File: config.mk
export PLATFORM = sky130hd
export DESIGN_NAME = sbo_axis_gap
export DESIGN_NICKNAME = d
export VERILOG_FILES = /design/src/rtl/core/sphere_box_overlap_with_face_core_assert.svh /design/src/rtl/core/sbo_pkg.sv /design/src/rtl/core/sbo_axis_gap.sv
export SDC_FILE = /design/constraint.sdc
export NUM_CORES = 1
export LEC_CHECK = 0
export BUFFER_PORTS_ARGS = -buffer_cell sky130_fd_sc_hd__buf_2
export CORE_MARGIN = 2
export CORE_UTILIZATION = 30
export DETAILED_ROUTE_END_ITERATION = 12
export PLACE_DENSITY = 0.52
export RECOVER_POWER = 25
export SETUP_SLACK_MARGIN = 0.3
export SYNTH_ARGS = -nofsm -noshare
export SYNTH_HDL_FRONTEND = slang
export SYNTH_SLANG_ARGS = --single-unit
export TNS_END_PERCENT = 100
File: constraint.sdc
create_clock -name vclk -period 8.5
set_clock_uncertainty 0.05 [all_clocks]
set_input_delay 0.85 -clock vclk [all_inputs]
set_output_delay 0.85 -clock vclk [all_outputs]
set_load 0.05 [all_outputs]
File: src/rtl/core/sphere_box_overlap_with_face_core_assert.svh
// ----------------------------------------------------------------------------
// Sphere/box overlap core - assertion macros
// Shorthand for the concurrent checks at the end of the top level.
// ----------------------------------------------------------------------------
`ifndef SPHERE_BOX_OVERLAP_WITH_FACE_CORE_ASSERT_SVH
`define SPHERE_BOX_OVERLAP_WITH_FACE_CORE_ASSERT_SVH

// same-cycle implication, disabled during reset
`define SBO_ASSERT_SAME(label, clk, rst, ante, cons, msg) \
  label: assert property (@(posedge clk) disable iff (rst) (ante) |-> (cons)) else $error(msg);

// next-cycle implication, disabled during reset
`define SBO_ASSERT_NEXT(label, clk, rst, ante, cons, msg) \
  label: assert property (@(posedge clk) disable iff (rst) (ante) |=> (cons)) else $error(msg);

`endif

File: src/rtl/core/sbo_pkg.sv
// ----------------------------------------------------------------------------
// sbo_pkg
// Types and constants shared by the sphere/box overlap core.
// ----------------------------------------------------------------------------
`timescale 1ns / 1ps

package sbo_pkg;

  // Q12.12 coordinates; sizes and radius are one bit narrower (unsigned)
  localparam int COORD_BITS = 24;
  localparam int SIZE_BITS  = COORD_BITS - 1;
  // doubled-scale span bounds and distances
  localparam int SPAN_BITS  = COORD_BITS + 2;
  // doubled radius; a near gap is below it and fits the same width
  localparam int R2_BITS    = COORD_BITS;
  localparam int SQ_BITS    = 2 * R2_BITS;
  localparam int SUM_BITS   = SQ_BITS + 2;
  // box center minus sphere center
  localparam int DIFF_BITS  = COORD_BITS + 1;

  typedef enum logic [2:0] {
    FACE_NONE  = 3'd0,
    FACE_LEFT  = 3'd1,
    FACE_RIGHT = 3'd2,
    FACE_DOWN  = 3'd3,
    FACE_UP    = 3'd4,
    FACE_FRONT = 3'd5,
    FACE_BACK  = 3'd6
  } face_t;

  typedef struct packed {
    logic signed [COORD_BITS-1:0] sphere_x;
    logic signed [COORD_BITS-1:0] sphere_y;
    logic signed [COORD_BITS-1:0] sphere_z;
    logic        [SIZE_BITS-1:0]  radius;
    logic signed [COORD_BITS-1:0] box_x;
    logic signed [COORD_BITS-1:0] box_y;
    logic signed [COORD_BITS-1:0] box_z;
    logic        [SIZE_BITS-1:0]  extent_x;
    logic        [SIZE_BITS-1:0]  extent_y;
    logic        [SIZE_BITS-1:0]  extent_z;
  } query_t;

  typedef struct packed {
    logic  hit;
    face_t face;
  } result_t;

endpackage

File: src/rtl/core/sbo_axis_gap.sv
// ----------------------------------------------------------------------------
// sbo_axis_gap
// Doubled-scale distance from the sphere center to the box span on one axis.
// ----------------------------------------------------------------------------
`timescale 1ns / 1ps

module sbo_axis_gap import sbo_pkg::*; (
  input  logic signed [COORD_BITS-1:0] center,
  input  logic signed [COORD_BITS-1:0] box,
  input  logic        [SIZE_BITS-1:0]  size,
  input  logic        [R2_BITS-1:0]    r2x,
  output logic        [R2_BITS-1:0]    gap,
  output logic                         near
);

  logic signed [SPAN_BITS-1:0] s2;
  logic signed [SPAN_BITS-1:0] c2;
  logic signed [SPAN_BITS-1:0] ev;
  logic signed [SPAN_BITS-1:0] lo;
  logic signed [SPAN_BITS-1:0] hi;
  logic        [SPAN_BITS-1:0] span_gap;

  // half size is exact at doubled scale: span = 2*box +- size
  assign s2 = {center[COORD_BITS-1], center, 1'b0};
  assign c2 = {box[COORD_BITS-1], box, 1'b0};
  assign ev = {3'b000, size};
  assign lo = c2 - ev;
  assign hi = c2 + ev;

  // true distance is below 2^SPAN_BITS, so the wrapped difference is exact
  always_comb begin
    if (s2 < lo) begin
      span_gap = unsigned'(lo - s2);
    end else if (s2 > hi) begin
      span_gap = unsigned'(s2 - hi);
    end else begin
      span_gap = '0;
    end
  end

  assign near = span_gap < {2'b00, r2x};
  assign gap  = span_gap[R2_BITS-1:0];

endmodule

==> impl_metrics.csv <==
group,metric,value,unit
layout,seq_cell_count,0,
setup_path,crit_fanout,5,
pwr,p_int,0.513,mW
logic_synthesis,yosysSeqAreaShare,0,
die,dieArea,19900,sq um
timing,slew-limit-headroom,0.579,
logic_synthesis,synth_area,5630,sq um
grt,antenna_found_initial,0,
die,fp.dieH,141,um
timing,drv_slew,0,
timing,hold_violations,0,
route,routed_wl,18000,um
route,vias_per_cell,5.15,
route,num_vias,6071,
setup_path,start_kind,"input pin",
route,first_pass_iters,5,
layout,final_core_util,0.373,
pwr,pwr-share-comb,1.000,
timing,clock.fmax,129,MHz
layout,nClkBuffers,0,
grt,grt_max_degree,20,
setup_path,required,7.60,ns
layout,area_delta_synth_final,23.1,%
logic_synthesis,post-synth-top-area-cell,"ha_1",
timing,setup_tns,0,ns
placed_design,dpl.hpwl,15600,um
flow_run,maxCapViolCount,0,
die,start_util,0.303,
timing,setup-violations-final,0,
grt,gr-total-overflow,0,
logic_synthesis,syn-num-nets,1035,
logic_synthesis,synth_area_leaders,"ha_1 26%, xnor2_1 10%, inv_1 7.3%",
layout,layout.nets,1164,
logic_synthesis,yosys_warnings,0,
logic_synthesis,synth_top_area_frac,0.262,
die,die_x,141,um
pwr,p_switching,0.894,mW
setup_path,crit_slowest_cell,"fa_1",
pwr,p_leak,3.45,nW
grt,grt_pass1_wl,28600,um
timing,worst_pin_slew,0.634,ns
pwr,vdd_drop_max,0.0697,mV
layout,antenna_cells,0,
setup_path,crit_arrival,6.88,ns
timing,post-route-min-period,7.78,ns
layout,seqCellArea,0,sq um
logic_synthesis,syn_inst,818,
timing,rsz0062_at_grt,"no",
timing,whs,2.33,ns
route,drtIter0Drc,391,
route,antenna_left,0,
grt,grt_pass1_vias,5770,
setup_path,crit_type,"input pin to output pin",
setup_path,end_kind,"output pin",
logic_synthesis,post_synth.cell_area_avg,6.88,sq um
route,drcViolationCount,0,
die,core,18600,sq um
outcome,status,"finished, final reports clean",
timing,finalCritPeriodShare,0.915,
placed_design,numPortBuffers,120,
pwr,power.total,1.41,mW
logic_synthesis,synth_cell_types,66,
layout,final_layout_size_suffix_gt1_frac,0.217,
die,row_count,50,
setup_path,cp_slowest_stage_delay,0.40,ns
die,num_io_pins,120,
pwr,clkPwrFrac,0,
pwr,sw_frac_of_total,0.635,
grt,grt.total_usage,0.171,
pwr,seqPwrFrac,0,
route,wire_per_inst,15.3,um
hold_path,hold_class,"input pin to output pin",
placed_design,place.gp.congestion,0.863,
pwr,power_density,203,nW/um^2
==> layout make-up <==
type | count | area (sq um)
fillers | 1981 | 11700
inverters | 110 | 417
multi-input cells | 689 | 5410
well taps | 234 | 293
repair buffers | 146 | 802
==> power by group through the flow <==
stage               combinational (mW)  clock [mW]  sequential [mW]
finish                            1.41           0                0
global placement                  1.32           0                0
floorplan                        0.998           0                0
detailed placement                1.31           0                0
global route                      1.53           0                0
CTS                               1.32           0                0
==> cells in the final DEF, fill, tap and decap left out, drive strengths merged, types with 10 or more instances in the layout <==
master and count:
o22ai 19, ha 118, xor2 19, o21ai 44, nand4 12, a21oi 78, nor3 26, xnor2 64
nand3 22, nor2 64, o21bai 18, nand2 43, nor2b 10, nand2b 13, buf 143, inv 109
a21o 30
==> worst paths after layout <==
path	slack, ns	endpoint	from	depth (start not counted)
worst max-delay path	0.72	near	box[0]	33
worst min-delay path	2.33	gap[1]	center[0]	4
==> timing repair <==
item | 4_1_cts | 5_1_grt
gates resized for setup | 6 | 55
gates cloned | 0 | 1
hold buffers | 0 | 0
setup buffers | 2 | 18
pin swaps | 3 | 30
endpoints found under the setup margin | 1 | 1
==> cells in the mapped netlist, types with 3 or more instances <==
cell type  instances
clkbuf_1          13
a21o_1            30
fa_1               4
xnor2_1           64
o21a_1             9
nor3_1            25
or2_2              3
ha_1             118
buf_2              6
o21ai_0           43
nand4_1           12
a211oi_1           9
o21ba_2            3
nor2_1            63
and2_1             3
o211ai_1           6
nor3b_1            5
a21oi_1           77
inv_1            110
o21bai_1          18
nand2b_1          13
o22ai_1           18
and4_1             3
nand2_1           40
a221oi_1           4
or3_1              6
nand3_1           22
a31oi_1            8
xor2_1            19
o211a_1            3
a211o_1            3
nor2b_1           10
and3_1             7
==> metal layers <==
metal / track usage / routed length, um / vias to the layer above
met2: 0.274 / 7670 / 174
li1: - / - / 3168
met4: 0.0137 / 153 / 0
met1: 0.256 / 9260 / 2719
met5: 0 / 0 / -
met3: 0.0170 / 949 / 10
==> cell families after synthesis <==
family / after synthesis / share of synthesized area
AOI/OAI and AO/OA: 262 / 0.310
buffers and inverters: 130 / 0.0881
xor gates and xnor gates: 83 / 0.129
and+or+nand+nor: 219 / 0.192
adders and majority gates: 122 / 0.277
muxes: 2 / 0.00378
==> per-stage QoR <==
step           worst slack, ns  std cells  instance area (sq um)
6_report                 0.721       1179                   6920
5_1_grt                  0.161       1179                   6920
4_1_cts                  0.304       1160                   6550
3_5_place_dp            0.0456       1158                   6510
3_3_place_gp             0.111       1158                   6510
2_1_floorplan            0.418        818                   5650
==> worst max-delay path, delay by kind of cell <==
kind | cells | cell delay (ns)
buf+inv | 6 | 0.88
compound gates | 16 | 3.14
xor+xnor | 1 | 0.13
fa+ha+maj | 4 | 1.30
simple gates | 6 | 0.57
Note: power is estimated with default switching activity, not from simulation.
