## src/rtl/core/sphere_box_overlap_with_face_core_assert.svh

```systemverilog
// ----------------------------------------------------------------------------
// Sphere/box overlap core - assertion macros
// Shorthand for the concurrent checks at the end of the top level.
// ----------------------------------------------------------------------------
`ifndef SPHERE_BOX_OVERLAP_WITH_FACE_CORE_ASSERT_SVH
`define SPHERE_BOX_OVERLAP_WITH_FACE_CORE_ASSERT_SVH

// same-cycle implication, disabled during reset
`define SBO_ASSERT_SAME(label, clk, rst, ante, cons, msg) \
  label: assert property (@(posedge clk) disable iff (rst) (ante) |-> (cons)) else $error(msg);

// next-cycle implication, disabled during reset
`define SBO_ASSERT_NEXT(label, clk, rst, ante, cons, msg) \
  label: assert property (@(posedge clk) disable iff (rst) (ante) |=> (cons)) else $error(msg);

`endif

```

## src/rtl/core/sbo_pkg.sv

```systemverilog
// ----------------------------------------------------------------------------
// sbo_pkg
// Types and constants shared by the sphere/box overlap core.
// ----------------------------------------------------------------------------
`timescale 1ns / 1ps

package sbo_pkg;

  // Q12.12 coordinates; sizes and radius are one bit narrower (unsigned)
  localparam int COORD_BITS = 24;
  localparam int SIZE_BITS  = COORD_BITS - 1;
  // doubled-scale span bounds and distances
  localparam int SPAN_BITS  = COORD_BITS + 2;
  // doubled radius; a near gap is below it and fits the same width
  localparam int R2_BITS    = COORD_BITS;
  localparam int SQ_BITS    = 2 * R2_BITS;
  localparam int SUM_BITS   = SQ_BITS + 2;
  // box center minus sphere center
  localparam int DIFF_BITS  = COORD_BITS + 1;

  typedef enum logic [2:0] {
    FACE_NONE  = 3'd0,
    FACE_LEFT  = 3'd1,
    FACE_RIGHT = 3'd2,
    FACE_DOWN  = 3'd3,
    FACE_UP    = 3'd4,
    FACE_FRONT = 3'd5,
    FACE_BACK  = 3'd6
  } face_t;

  typedef struct packed {
    logic signed [COORD_BITS-1:0] sphere_x;
    logic signed [COORD_BITS-1:0] sphere_y;
    logic signed [COORD_BITS-1:0] sphere_z;
    logic        [SIZE_BITS-1:0]  radius;
    logic signed [COORD_BITS-1:0] box_x;
    logic signed [COORD_BITS-1:0] box_y;
    logic signed [COORD_BITS-1:0] box_z;
    logic        [SIZE_BITS-1:0]  extent_x;
    logic        [SIZE_BITS-1:0]  extent_y;
    logic        [SIZE_BITS-1:0]  extent_z;
  } query_t;

  typedef struct packed {
    logic  hit;
    face_t face;
  } result_t;

endpackage

```

## src/rtl/core/sbo_face_pick.sv

```systemverilog
// ----------------------------------------------------------------------------
// sbo_face_pick
// Face from the dominant axis of box center minus sphere center.
// ----------------------------------------------------------------------------
`timescale 1ns / 1ps

module sbo_face_pick import sbo_pkg::*; (
  input  query_t q,
  output face_t  face
);

  logic signed [DIFF_BITS-1:0] dx;
  logic signed [DIFF_BITS-1:0] dy;
  logic signed [DIFF_BITS-1:0] dz;
  logic        [DIFF_BITS-1:0] ax;
  logic        [DIFF_BITS-1:0] ay;
  logic        [DIFF_BITS-1:0] az;

  assign dx = {q.box_x[COORD_BITS-1], q.box_x} - {q.sphere_x[COORD_BITS-1], q.sphere_x};
  assign dy = {q.box_y[COORD_BITS-1], q.box_y} - {q.sphere_y[COORD_BITS-1], q.sphere_y};
  assign dz = {q.box_z[COORD_BITS-1], q.box_z} - {q.sphere_z[COORD_BITS-1], q.sphere_z};

  // negating the most negative value still reads right as unsigned
  assign ax = dx[DIFF_BITS-1] ? unsigned'(-dx) : unsigned'(dx);
  assign ay = dy[DIFF_BITS-1] ? unsigned'(-dy) : unsigned'(dy);
  assign az = dz[DIFF_BITS-1] ? unsigned'(-dz) : unsigned'(dz);

  // ties: x over y, z over both
  always_comb begin
    if ((ax >= ay) && (az < ax)) begin
      face = dx[DIFF_BITS-1] ? FACE_RIGHT : FACE_LEFT;
    end else if ((ax < ay) && (az < ay)) begin
      face = dy[DIFF_BITS-1] ? FACE_UP : FACE_DOWN;
    end else begin
      face = dz[DIFF_BITS-1] ? FACE_BACK : FACE_FRONT;
    end
  end

endmodule

```

## config.mk

```make
export PLATFORM = sky130hd
export DESIGN_NAME = sbo_face_pick
export DESIGN_NICKNAME = d
export VERILOG_FILES = /design/src/rtl/core/sphere_box_overlap_with_face_core_assert.svh /design/src/rtl/core/sbo_pkg.sv /design/src/rtl/core/sbo_face_pick.sv
export SDC_FILE = /design/constraint.sdc
export NUM_CORES = 1
export LEC_CHECK = 0
export BUFFER_PORTS_ARGS = -buffer_cell sky130_fd_sc_hd__buf_2
export CAP_MARGIN = 20
export CORE_MARGIN = 2
export CORE_UTILIZATION = 55
export DETAILED_ROUTE_END_ITERATION = 10
export PLACE_DENSITY = 0.85
export SLEW_MARGIN = 20
export SYNTH_ARGS = -nofsm -noshare
export SYNTH_HDL_FRONTEND = slang
export SYNTH_SLANG_ARGS = --single-unit
```

## constraint.sdc

```tcl
create_clock -name vclk -period 7.9
set_clock_uncertainty 0.1 [all_clocks]
set_input_delay 0.395 -clock vclk [all_inputs]
set_output_delay 0.395 -clock vclk [all_outputs]
set_load 0.03 [all_outputs]
```

==> results.md <==
* Via density at ~6
* Max Slew Vio Count at 0
* Post-DP HPWL at between 15000 and 20000 um
* NetSw at approximately 780 uW
* Slew @ Worst Pin at about 0.76 ns
* Drt total wl at about 20000 um
* Vias in the first global route at just under 8000
* Initial core utilization at between 50% and 60%
* Gr usage total at between 20 and 30%
* Synth top area cells: ha_1 23%, xnor2_1 8.0%, a21oi_1 6.7%, inv_1 5.9%, nor2_1 4.1%
* VDD IR-drop max at roughly 0.094 mV
* CP required at 7.40 ns
* Initial DRC count at 523
* HP Class: primary input to primary output
* Leak at ~4.3 nW
* Net Sw Frac at 57.9%
* Critical path arrival at 6.66 ns
* Status: finished clean
* DR DRC count at 0
* Clock Power Share at 0%
* CTS Hold Buffers Added at 0
* Post-route setup TNS at 0 ns
* Syn avg cell area at around 6.9 sq um
* Synth area leader: ha_1
* Max-cap violations at 0
* FILL cells at 1314
* Synth unique cells at 94
* DR pass1 iterations at 5
* Initial antenna violation count at 0
* PortBufs at between 100 and 150
* Seq pwr share at 0%
* Crit path kind: primary input to primary output
* Largest net degree at the start of global routing at 21
* Final worst-path cycle share at between 90% and 100%
* Wire length per cell at ~14 um
* Top-area cell type share of the netlist area at 23.0%
* Total power at approximately 1.3 mW
* Sequential cell count at 0
* Row count at between 40 and 50
* Post-CTS Setup Bufs at 0
* Worst rel slew slack at between 40% and 50%
* First-pass GRT wire length at between 30000 and 40000 um
* Die Ht at around 120 um
* Post-Synthesis Cells at 1142
* Seq/Total Area, Yosys at 0%
* Clkbuf count at 0
* Worst Setup Start Kind: primary input
* Core ar. at about 14000 sq um
* Period minus WS final at 7.15 ns
* Hold Vio Cnt, Final at 0
* Comb pwr share at between 90% and 100%
* Share of layout cells above drive strength 1 at between 15 and 20%
* Pwr dens at 154 nW/um^2
* Post-CTS sizing at 0
* Worst Setup End Kind: primary output
* Routability cong. at a little over 0.9
* Int Pwr at ~570 uW
* Syn Nets at about 1500
* RSZ-0062 raised after global routing: false
* Die X at about 120 um
* GR Overflow Total at 0
* Footprint of the multi-input gates at between 7000 and 8000 sq um
* Top Ports at ~240
* Maximum fanout along the worst path at 4
* FF/Latch Area at 0 sq um
* Area of the mapped netlist at 7870 sq um
* Final #Nets at around 1700
* Fmax at between 100 and 150 MHz
* Inserted Diodes at 0
* Vias at around 8700
* Final setup vio count at 0
* Full die area at 15300 sq um
* Post-route ant nets at 0
* Area grow syn2layout at 10.7%
* Ys Warns at 0
==> layer usage <==
metal	up-vias	global-route usage, %	routed length (um)
met5	-	0	0
met2	276	45.4	9240
met3	34	0.916	923
met4	0	5.33	379
met1	3942	34.1	9040
li1	4426	-	-
==> final timing paths <==
path	from	endpoint	slack (ns)	cells past startpoint
worst min-delay path	q[139]	face[1]	1.66	7
worst max-delay path	q[69]	face[1]	0.75	24
==> placed cells by master, fill, tap and decap left out, drive strengths merged, types with 14 or more instances in the layout <==
master,n
nand2b,27
buf,149
or3,14
nand4,19
nor2,87
ha,145
a21o,29
inv,124
xnor2,72
a21oi,106
xor2,37
nor3,29
nand2,75
o211ai,17
o21a,24
a31oi,17
o21ai,63
nor2b,21
nand3,28
==> logic make-up (layout without fill, tap and decap cells) <==
family                   after synthesis  after routing  share of synthesized area (%)
adder cells (fa/ha/maj)              148            148                           23.8
buffers and inverters                150            273                           7.61
AND/OR/NAND/NOR                      374            374                           25.3
multiplexers                           6              6                          0.795
AO/OA/AOI/OAI                        355            355                           30.3
XOR/XNOR                             109            109                           12.1
==> synth_stat cells, types with 5 or more instances <==
| cell | number |
|---|---|
| ha_1 | 145 |
| inv_1 | 124 |
| a21oi_1 | 105 |
| nor2_1 | 87 |
| nand2_1 | 75 |
| xnor2_1 | 72 |
| o21ai_0 | 56 |
| xor2_1 | 37 |
| a21o_1 | 29 |
| nand3_1 | 28 |
| nor3_1 | 28 |
| nand2b_1 | 27 |
| o21a_1 | 23 |
| nor2b_1 | 20 |
| nand4_1 | 19 |
| a31oi_1 | 17 |
| o211ai_1 | 16 |
| clkbuf_1 | 13 |
| or3_1 | 13 |
| and2_1 | 11 |
| and3_1 | 11 |
| nor4_1 | 9 |
| o31ai_1 | 9 |
| buf_2 | 8 |
| nand3b_1 | 8 |
| or2_2 | 8 |
| a211oi_1 | 7 |
| o21ai_1 | 7 |
| o2111ai_1 | 6 |
| o31a_1 | 5 |
==> stage by stage <==
| stage | area, sq um | hold slack [ns] | setup WS (ns) | cells | util (%) |
|---|---|---|---|---|---|
| 3_3_place_gp | 8710 | 1.62 | 1.03 | 1445 | 62.5 |
| 5_1_grt | 8710 | 1.77 | 0.406 | 1445 | 62.5 |
| 6_report | 8710 | 1.66 | 0.745 | 1445 | 62.5 |
| 2_1_floorplan | 7870 | 1.44 | 1.47 | 1142 | - |
| 3_5_place_dp | 8710 | 1.66 | 0.829 | 1445 | 62.5 |
| 4_1_cts | 8710 | 1.66 | 0.842 | 1445 | 62.5 |
==> critical path, cell delays in order <==
cell and delay (ns):
buf_2 0.08, inv_1 0.03, ha_1 0.21, fa_1 0.40
nor2b_1 0.26, o31ai_1 0.14, a211oi_1 0.43, nor2_1 0.11
nand3_1 0.10, o311ai_0 0.26, nand3b_1 0.30, or4b_1 0.61
or4_1 0.57, or3_1 0.36, nor4_1 0.47, ha_1 0.34
nand4_1 0.14, nor2_1 0.06, nor2_1 0.08, nand2_1 0.05
a311oi_1 0.49, a31oi_1 0.17, o31ai_1 0.33, buf_2 0.26
==> layout make-up <==
type,instances,share of cell area (%)
timing repair buffer,149,8.61
tap,180,2.58
inverter,124,5.34
multi-input combinational,992,83.5
==> power by group through the flow <==
stage / clock network, mW / registers [mW] / logic (mW)
2_1_floorplan: 0 / 0 / 1.03
3_3_place_gp: 0 / 0 / 1.27
3_5_place_dp: 0 / 0 / 1.32
4_1_cts: 0 / 0 / 1.33
5_1_grt: 0 / 0 / 1.52
6_report: 0 / 0 / 1.34
(Power assumes the default switching activity.)
